==> src/rtl/imhq_pkg.sv <==
package imhq_pkg;

   localparam logic [1:0] ERR_NONE  = 2'd0;
   localparam logic [1:0] ERR_FULL  = 2'd1;
   localparam logic [1:0] ERR_EMPTY = 2'd2;

   localparam logic CMD_INSERT = 1'b0;
   localparam logic CMD_DELETE = 1'b1;

   // datapath command, one per cycle
   typedef enum logic [3:0] {
      OP_NOP,
      OP_ACCEPT,
      OP_INS_START,
      OP_DEL_START,
      OP_DEL_LOAD,
      OP_DEL_LAST,
      OP_UP_RD,
      OP_UP_SWAP,
      OP_UP_MOVE,
      OP_DN_RDL,
      OP_DN_RDR,
      OP_DN_SWAP,
      OP_DN_MOVE,
      OP_WRITE_MOV,
      OP_DR_RD,
      OP_DR_LOAD
   } dp_op_type;

   typedef struct packed {
      dp_op_type  op;
      logic [1:0] err;
      logic       load_plain;
   } dp_cmd_type;

   typedef struct packed {
      logic cmd;
      logic empty;
      logic full;
      logic one;
      logic at_root;
      logic up_before;
      logic dn_has_left;
      logic dn_swap;
      logic out_free;
      logic drain_last;
   } dp_status_type;

endpackage

==> src/rtl/imhq_ctrl.sv <==
module imhq_ctrl
   import imhq_pkg::*;
(
   input  logic          clock,
   input  logic          reset,
   input  logic          req_valid,
   output logic          req_ready,
   input  dp_status_type status,
   output dp_cmd_type    dp_cmd
);

   typedef enum logic [3:0] {
      ST_IDLE,
      ST_DECIDE,
      ST_PLAIN,
      ST_DEL_WAIT,
      ST_UP_READ,
      ST_UP_CMP,
      ST_UP_PUSH2,
      ST_DN_RDL,
      ST_DN_RDR,
      ST_DN_CMP,
      ST_DN_PUSH2,
      ST_FIN,
      ST_DR_RD,
      ST_DR_OUT
   } state_type;

   state_type  state_ff, state_in;
   logic [1:0] err_ff, err_in;

   // pick next state and the datapath command
   always_comb begin
      state_in       = state_ff;
      err_in         = err_ff;
      dp_cmd.op      = OP_NOP;
      dp_cmd.err     = err_ff;
      dp_cmd.load_plain = 1'b0;
      unique case (state_ff)
         ST_IDLE: begin
            if (req_valid) begin
               dp_cmd.op = OP_ACCEPT;
               state_in  = ST_DECIDE;
            end
         end
         ST_DECIDE: begin
            priority if (status.cmd == CMD_INSERT && status.full) begin
               err_in   = ERR_FULL;
               state_in = ST_PLAIN;
            end else if (status.cmd == CMD_DELETE && status.empty) begin
               err_in   = ERR_EMPTY;
               state_in = ST_PLAIN;
            end else if (status.cmd == CMD_DELETE && status.one) begin
               dp_cmd.op = OP_DEL_LAST;
               err_in    = ERR_NONE;
               state_in  = ST_PLAIN;
            end else if (status.cmd == CMD_INSERT) begin
               dp_cmd.op = OP_INS_START;
               state_in  = ST_UP_READ;
            end else begin
               dp_cmd.op = OP_DEL_START;
               state_in  = ST_DEL_WAIT;
            end
         end
         ST_PLAIN: begin
            if (status.out_free) begin
               dp_cmd.load_plain = 1'b1;
               state_in          = ST_IDLE;
            end
         end
         ST_DEL_WAIT: begin
            dp_cmd.op = OP_DEL_LOAD;
            state_in  = ST_DN_RDL;
         end
         ST_UP_READ: begin
            if (status.at_root) begin
               state_in = ST_FIN;
            end else begin
               dp_cmd.op = OP_UP_RD;
               state_in  = ST_UP_CMP;
            end
         end
         ST_UP_CMP: begin
            if (status.up_before) begin
               dp_cmd.op = OP_UP_SWAP;
               state_in  = ST_UP_PUSH2;
            end else begin
               state_in = ST_FIN;
            end
         end
         ST_UP_PUSH2: begin
            dp_cmd.op = OP_UP_MOVE;
            state_in  = ST_UP_READ;
         end
         ST_DN_RDL: begin
            if (status.dn_has_left) begin
               dp_cmd.op = OP_DN_RDL;
               state_in  = ST_DN_RDR;
            end else begin
               state_in = ST_FIN;
            end
         end
         ST_DN_RDR: begin
            dp_cmd.op = OP_DN_RDR;
            state_in  = ST_DN_CMP;
         end
         ST_DN_CMP: begin
            if (status.dn_swap) begin
               dp_cmd.op = OP_DN_SWAP;
               state_in  = ST_DN_PUSH2;
            end else begin
               state_in = ST_FIN;
            end
         end
         ST_DN_PUSH2: begin
            dp_cmd.op = OP_DN_MOVE;
            state_in  = ST_DN_RDL;
         end
         ST_FIN: begin
            dp_cmd.op = OP_WRITE_MOV;
            state_in  = ST_DR_RD;
         end
         ST_DR_RD: begin
            dp_cmd.op = OP_DR_RD;
            state_in  = ST_DR_OUT;
         end
         ST_DR_OUT: begin
            if (status.out_free) begin
               dp_cmd.op = OP_DR_LOAD;
               state_in  = status.drain_last ? ST_IDLE : ST_DR_RD;
            end
         end
         default: state_in = ST_IDLE;
      endcase
   end

   // hold state
   always_ff @(posedge clock) begin
      if (reset) begin
         state_ff <= ST_IDLE;
         err_ff   <= ERR_NONE;
      end else begin
         state_ff <= state_in;
         err_ff   <= err_in;
      end
   end

   assign req_ready = (state_ff == ST_IDLE);

endmodule

==> config.mk <==
export PLATFORM = sky130hd
export DESIGN_NAME = imhq_ctrl
export DESIGN_NICKNAME = d
export VERILOG_FILES = /design/src/rtl/imhq_pkg.sv /design/src/rtl/imhq_ctrl.sv
export SDC_FILE = /design/constraint.sdc
export NUM_CORES = 1
export LEC_CHECK = 0
export BUFFER_PORTS_ARGS = -buffer_cell sky130_fd_sc_hd__buf_2
export CORE_MARGIN = 4
export CORE_UTILIZATION = 35
export CTS_CLUSTER_DIAMETER = 200
export DETAILED_ROUTE_END_ITERATION = 7
export GPL_TIMING_DRIVEN = 1
export PLACE_DENSITY_LB_ADDON = 0.12
export SYNTH_ARGS = -nofsm -noshare
export SYNTH_HDL_FRONTEND = slang
export SYNTH_SLANG_ARGS = --single-unit
==> constraint.sdc <==
create_clock -name clock -period 1.6 [get_ports clock]
set_input_delay 0.4 -clock clock [delete_from_list [all_inputs] [get_ports clock]]
set_output_delay 0.4 -clock clock [all_outputs]
set_load 0.03 [all_outputs]
==> results of run 1 <==
==> report_power, final <==
group	leakage (nW)	switching [W]	internal (W)
clock	0.0138	0.0000581	0.0000851
sequential	0.0515	0.0000486	0.000182
combinational	0.450	0.000448	0.000457
total	0.515	0.000555	0.000724
==> routing by layer <==
layer / GRT usage [%] / wire length [um]
met2: 29.3 / 1070
met5: 0 / 0
met3: 2.85 / 110
met1: 25.5 / 1040
met4: 5.11 / 17
==> registers in the layout (all words and copies together), names as in the netlist <==
| signal | count |
|---|---|
| state_ff | 4 |
| err_ff | 2 |
==> cell usage in the layout, fill, tap and decap left out, types with 2 or more instances in the layout <==
cell and n:
nand2_1 6, buf_4 36, dfxtp_1 2, a31oi_1 4, o21ai_0 11, dfxtp_4 3
clkbuf_4 3, a21o_1 2, a21oi_1 7, nand2b_1 4, nand3_1 4, nor3_2 3
nor3b_1 3, inv_1 2, buf_2 14, buf_6 6, nor2b_1 5, nor2_1 6
==> worst register-to-register path: stages, from the launching register on <==
cell	delay, ns
dfxtp_4	0.35
buf_6	0.13
nor4b_4	0.23
buf_4	0.15
buf_4	0.10
nor2b_2	0.13
a21oi_1	0.07
a211oi_1	0.23
==> area by class of cell <==
type | instances | area share, %
timing repair buffer | 57 | 35.0
clock buffer | 3 | 1.87
multi-input combinational | 83 | 48.5
tap | 25 | 2.59
inverter | 3 | 1.04
sequential | 6 | 11.0
==> stage by stage <==
step           setup TNS, ns  hold slack (ns)  total power (W)
3_3_place_gp          -0.759            0.462         0.000996
2_1_floorplan         -0.238            0.469         0.000709
3_5_place_dp          -0.754            0.478         0.000998
6_report               -1.31            0.384          0.00128
5_1_grt                -1.87            0.368          0.00138
4_1_cts                -1.39            0.367          0.00127
==> timing repair <==
item | 4_1_cts | 5_1_grt
resized for setup | 27 | 3
buffers inserted | 5 | 0
setup endpoints to repair | 6 | 6
pin swaps | 6 | 2
cloned | 0 | 0
==> cells by family (layout without fill, tap and decap cells) <==
family | Yosys count | count (layout) | share of synthesized area, %
compound gates | 38 | 38 | 34.7
xor+xnor | 1 | 1 | 1.26
buf+inv | 12 | 63 | 9.51
flops | 6 | 6 | 17.2
mux | 1 | 1 | 1.62
simple gates | 43 | 43 | 35.7
==> worst min path at each step <==
stage	to	slack [ns]	cells after the start
floorplan	err_ff[1]	0.47	1
global placement	err_ff[1]	0.46	2
detailed placement	err_ff[1]	0.48	2
CTS	state_ff[1]	0.37	2
global route	state_ff[1]	0.37	2
finish	state_ff[1]	0.38	2
==> results.yml, run 1 <==
status:
  status: "complete, but fails checks"
  violations: "setup timing"
logic_synthesis:
  synth_seq_cells: 6
  ys_top_cells_by_area: "dfxtp_1, o21ai_0, a21oi_1, a31oi_1, nand2b_1"
  yosysMostFrequentCell: "o21ai_0"
  synth_top_cell_area_share_pct: 17.2
  avgSynthCellArea_um2: 6.90
  synth_edf_count: 0
  ys_top_cells_by_count: "o21ai_0, a21oi_1, nand2_1, nor2_1"
  synth_top_flop_cell: "dfxtp_1"
  synthesis.nets: 114
  synth_cell_types: 38
  ys_seq_area_share_pct: 17.2
  synth_warnings: 0
  yosys.area.top_type: "dfxtp_1"
  synth_area_um2: 697
  ys_async_sr_fraction_pct: 0
  syn_inst: 101
layout:
  nets: 167
  instances_no_fill: 177
  multi_input_area_um2: 586
  drive_gt1_share_pct: 51.3
  final_area_um2: 1210
  n_antenna_cell: 0
  fillers: 175
  fin_util_pct: 67.0
  area_growth_pct: 73.2
  regArea_um2: 133
critical_path:
  cp_slowest_cell: "dfxtp_4"
  end_kind: "primary output"
  crit_start: "state_ff[3]"
  crit_family: "flip-flops"
  worstSetupPathType: "reg2out"
  reg2reg_from: "state_ff[3]"
  critPathMaxFanout: 3
  critPathLaunchType: "register"
  timing.rr.end: "err_ff[0]"
  required_ns: 1.20
  endpoint: "dp_cmd[4]"
  ff2ff_setup_slack_ns: 0.11
  cp_num_buf_inv: 1
  slowest_delay_ns: 0.36
  crit_path_cell_trace: "mux2_4 -> a22o_1 -> nand2_2 -> a31oi_4 -> buf_6"
  reg2regPathDepth: 7
  arrival_ns: 1.54
  cp_num_cells: 5
route:
  drc: 0
  dr.pass1.iters: 4
  ant_nets: 0
  drtIter0Drc: 17
  wl_um: 2240
  via_count: 929
  wl_per_cell_um: 12.6
  vias_per_cell: 5.25
sta:
  slew_headroom_pct: 71.1
  rsz0062_at_grt: "true"
  worstMarginPinSlew_ns: 0.429
  layout_setup_ws_ns: -0.338
  period_share_pct: 121
  period_needed_ns: 1.94
  drv_slew: 0
  hold_violations: 0
  fin_skew_ns: 0.00738
  setup_viol: 6
  fmax_mhz: 516
placement:
  gp_congestion: 0.883
  placed_cell_area_um2: 1050
  portBuffers: 20
  place_ws_ns: -0.223
  dp_hpwl_um: 1730
  placed_cells: 169
clock_tree:
  cts_inserted_buffers: 3
  root_buffer: "clkbuf_4"
  htreeDepth: 1
  cts_tree: "done"
  clk_latency_ns: 0.25
  holdBufCountCts: 0
  cts_max_path_buffers: 2
  clock_sinks: 6
  cts.clk_slew.worst_paths_ns: 0.05
die:
  die_w_um: 52.6
  placementRows: 15
  core_area_um2: 1800
  io_pins: 21
  start_util_pct: 38.7
  die_y_um: 52.6
  fp.dieArea_um2: 2770
global_routing:
  first_global_vias: 859
  grt_max_degree: 14
  antenna_found_initial: 0
  grt_overflow: 0
  grt_pass1_wl_um: 3810
  grt_use_total_pct: 18.5
job:
  drv_cap: 0
pwr:
  power_density_nw_per_um2: 1060
  leakage_nw: 0.515
  peakVddDrop_uv: 643
worst_hold_path:
  hold_start: "reset"
  hold_class: "in2reg"
Power figures use the tool's default switching activity.
==> run 2, diff against run 1 <==
--- a/config.mk
+++ b/config.mk
@@ -5,6 +5,7 @@
 export SDC_FILE = /design/constraint.sdc
 export NUM_CORES = 1
 export LEC_CHECK = 0
+export ABC_AREA = 1
 export BUFFER_PORTS_ARGS = -buffer_cell sky130_fd_sc_hd__buf_2
 export CORE_MARGIN = 4
 export CORE_UTILIZATION = 35
@@ -12,6 +13,7 @@
 export DETAILED_ROUTE_END_ITERATION = 7
 export GPL_TIMING_DRIVEN = 1
 export PLACE_DENSITY_LB_ADDON = 0.12
+export SETUP_SLACK_MARGIN = 0.02
 export SYNTH_ARGS = -nofsm -noshare
 export SYNTH_HDL_FRONTEND = slang
 export SYNTH_SLANG_ARGS = --single-unit
==> run 2 against run 1 <==
Net effect:
- the flow still finishes with violations (setup timing)
- clock skew down 0.0027 ns
- non-clock buffer count down 9
- sequential power down 7%
- global-route usage up 0.46 points
- critical path type unchanged
- critical endpoint is now dp_cmd[3]
==> results.yml, run 2 <==
clock_tree:
  cts_inserted_buffers: 3
  cts_max_path_buffers: 2
  holdBufCountCts: 0
  cts.clk_slew.worst_paths_ns: 0.04
  clk_latency_ns: 0.25
  cts_tree: "done"
  clock_sinks: 6
  root_buffer: "clkbuf_4"
  htreeDepth: 1
global_routing:
  grt_max_degree: 7
  met1_usage_pct: 21.5
  first_global_vias: 893
  grt_pass1_wl_um: 3710
  grt_util_met2_pct: 34.1
  antenna_found_initial: 0
  grt_use_total_pct: 18.9
  grt_use_met3_pct: 2.41
  top_usage_layer: "met2"
  grt_overflow: 0
critical_path:
  worstSetupPathType: "reg2out"
  slowest_delay_ns: 0.32
  reg2reg_from: "state_ff[0]"
  end_kind: "primary output"
  critPathMaxFanout: 4
  cp_slowest_cell: "dfxtp_2"
  crit_path_cell_trace: "buf_6 -> nor2_4 -> inv_4 -> nor2_4 -> nand2_1 -> nand2_1 -> inv_1 -> nand4_1 -> buf_6"
  timing.rr.end: "state_ff[2]"
  ff2ff_setup_slack_ns: -0.16
  required_ns: 1.20
  reg2regPathDepth: 14
  arrival_ns: 1.42
  critPathLaunchType: "register"
placement:
  gp_congestion: 0.852
  portBuffers: 20
  dp_hpwl_um: 1700
  placed_cells: 173
pwr:
  combPwrFrac_pct: 70.5
  p_switching_w: 0.000548
  p_seq_share_pct: 17.6
  leakage_nw: 0.619
  p_clk_share_pct: 11.9
  p_int_w: 0.000677
  power_density_nw_per_um2: 1090
  peakVddDrop_uv: 697
  swShare_pct: 44.7
logic_synthesis:
  yosys.area.top_type: "nand2_1"
  ys_top_cells_by_count: "nand2_1, nor2_1, inv_1"
  yosysMostFrequentCell: "nand2_1"
  synthesis.nets: 130
  synth_area_um2: 613
  ys_seq_area_share_pct: 19.6
  synth_top_flop_cell: "dfxtp_1"
  synth_warnings: 0
  synth_cell_types: 16
  ys_top_cells_by_area: "nand2_1, dfxtp_1, nor2_1, inv_1, nand3_1"
  avgSynthCellArea_um2: 5.24
  synth_edf_count: 0
  ys_async_sr_fraction_pct: 0
  synth_top_cell_area_share_pct: 20.8
  syn_inst: 117
  synth_seq_cells: 6
worst_hold_path:
  hold_start: "reset"
  hold_class: "in2reg"
  whs_path_depth: 2
  holdPathEnd: "state_ff[2]"
status:
  status: "complete, but fails checks"
  violations: "setup timing"
route:
  via_count: 935
  dr.pass1.iters: 6
  drc: 0
  vias_per_cell: 5.08
  drtIter0Drc: 22
  ant_nets: 0
  wl_um: 2290
  wl_per_cell_um: 12.5
sta:
  period_share_pct: 114
  hold_violations: 0
  tns_ns: -1.06
  period_needed_ns: 1.82
  layout_setup_ws_ns: -0.222
  fmax_mhz: 549
  setup_viol: 7
  drv_slew: 0
  rsz0062_at_grt: "true"
  fin_skew_ns: 0.00465
  worstMarginPinSlew_ns: 0.245
  slew_headroom_pct: 83.5
layout:
  n_antenna_cell: 0
  drive_gt1_share_pct: 50.6
  area_growth_pct: 83.7
  nets: 183
  final_cell_mix: "nand2_1, buf_4, nor2_1"
  fin_util_pct: 71.4
  regArea_um2: 130
  largest_reg_flops: 4
  multi_input_area_um2: 520
  instances_no_fill: 184
  fillers: 125
  final_common_cell: "nand2_1"
  top_register: "state_ff"
  reg_top3: "state_ff x4, err_ff x2"
die:
  io_pins: 21
  fp.dieArea_um2: 2490
  placementRows: 14
  die_w_um: 49.9
  die_y_um: 49.9
  start_util_pct: 38.9
  core_area_um2: 1580
job:
  drv_cap: 0
-- run 2: how the worst max path moves through the flow --
stage | depth (start not counted) | from | slack (ns) | to
2_1_floorplan | 7 | state_ff[3] | -0.04 | dp_cmd[3]
3_3_place_gp | 8 | state_ff[1] | -0.11 | dp_cmd[6]
3_5_place_dp | 8 | state_ff[1] | -0.12 | dp_cmd[6]
4_1_cts | 8 | state_ff[0] | -0.19 | dp_cmd[4]
5_1_grt | 8 | state_ff[0] | -0.28 | dp_cmd[6]
6_report | 9 | state_ff[0] | -0.22 | dp_cmd[3]
-- run 2: routing by layer --
| layer | vias to the layer above | wire, um |
|---|---|---|
| met2 | 27 | 1150 |
| met1 | 425 | 991 |
| met5 | - | 0 |
| li1 | 475 | - |
| met3 | 8 | 79 |
| met4 | 0 | 67 |
-- run 2: power groups by stage --
stage / clock (W) / sequential [W] / combinational (W)
6_report: 0.000145 / 0.000215 / 0.000864
5_1_grt: 0.000153 / 0.000220 / 0.000927
4_1_cts: 0.000145 / 0.000214 / 0.000733
3_5_place_dp: 0 / 0.000207 / 0.000638
3_3_place_gp: 0 / 0.000206 / 0.000637
2_1_floorplan: 0 / 0.000230 / 0.000347
-- run 2: area by class of cell --
cell class | count | share of cell area, %
clock buffer | 3 | 2.00
sequential | 6 | 11.6
tap | 16 | 1.78
timing repair buffer | 48 | 31.6
multi-input combinational | 91 | 46.2
inverter | 20 | 6.89
-- run 2: critical path: cells and delay by family, from the launching register on --
kind	cells	cell delay [ns]
AND/OR/NAND/NOR	5	0.47
buffers and inverters	4	0.39
flip-flops	1	0.32
-- run 2: cells by family after synthesis --
kind of cell	share of synthesized area, %
AO/OA/AOI/OAI	12.7
AND/OR/NAND/NOR	55.5
buffers and inverters	12.2
flip-flops	19.6
-- run 2: metrics by stage --
stage	power, W	hold slack [ns]	setup slack, ns	cell area, um2
2_1_floorplan	0.000578	0.469	-0.0361	628
3_3_place_gp	0.000843	0.450	-0.107	898
3_5_place_dp	0.000845	0.459	-0.120	898
4_1_cts	0.00109	0.383	-0.185	1030
5_1_grt	0.00130	0.393	-0.283	1130
6_report	0.00122	0.378	-0.222	1130
-- run 2: what timing repair did --
action,in CTS,in global routing
gates resized for setup,26,21
endpoints found under the setup margin,6,7
pin swaps,4,9
setup buffers,5,3
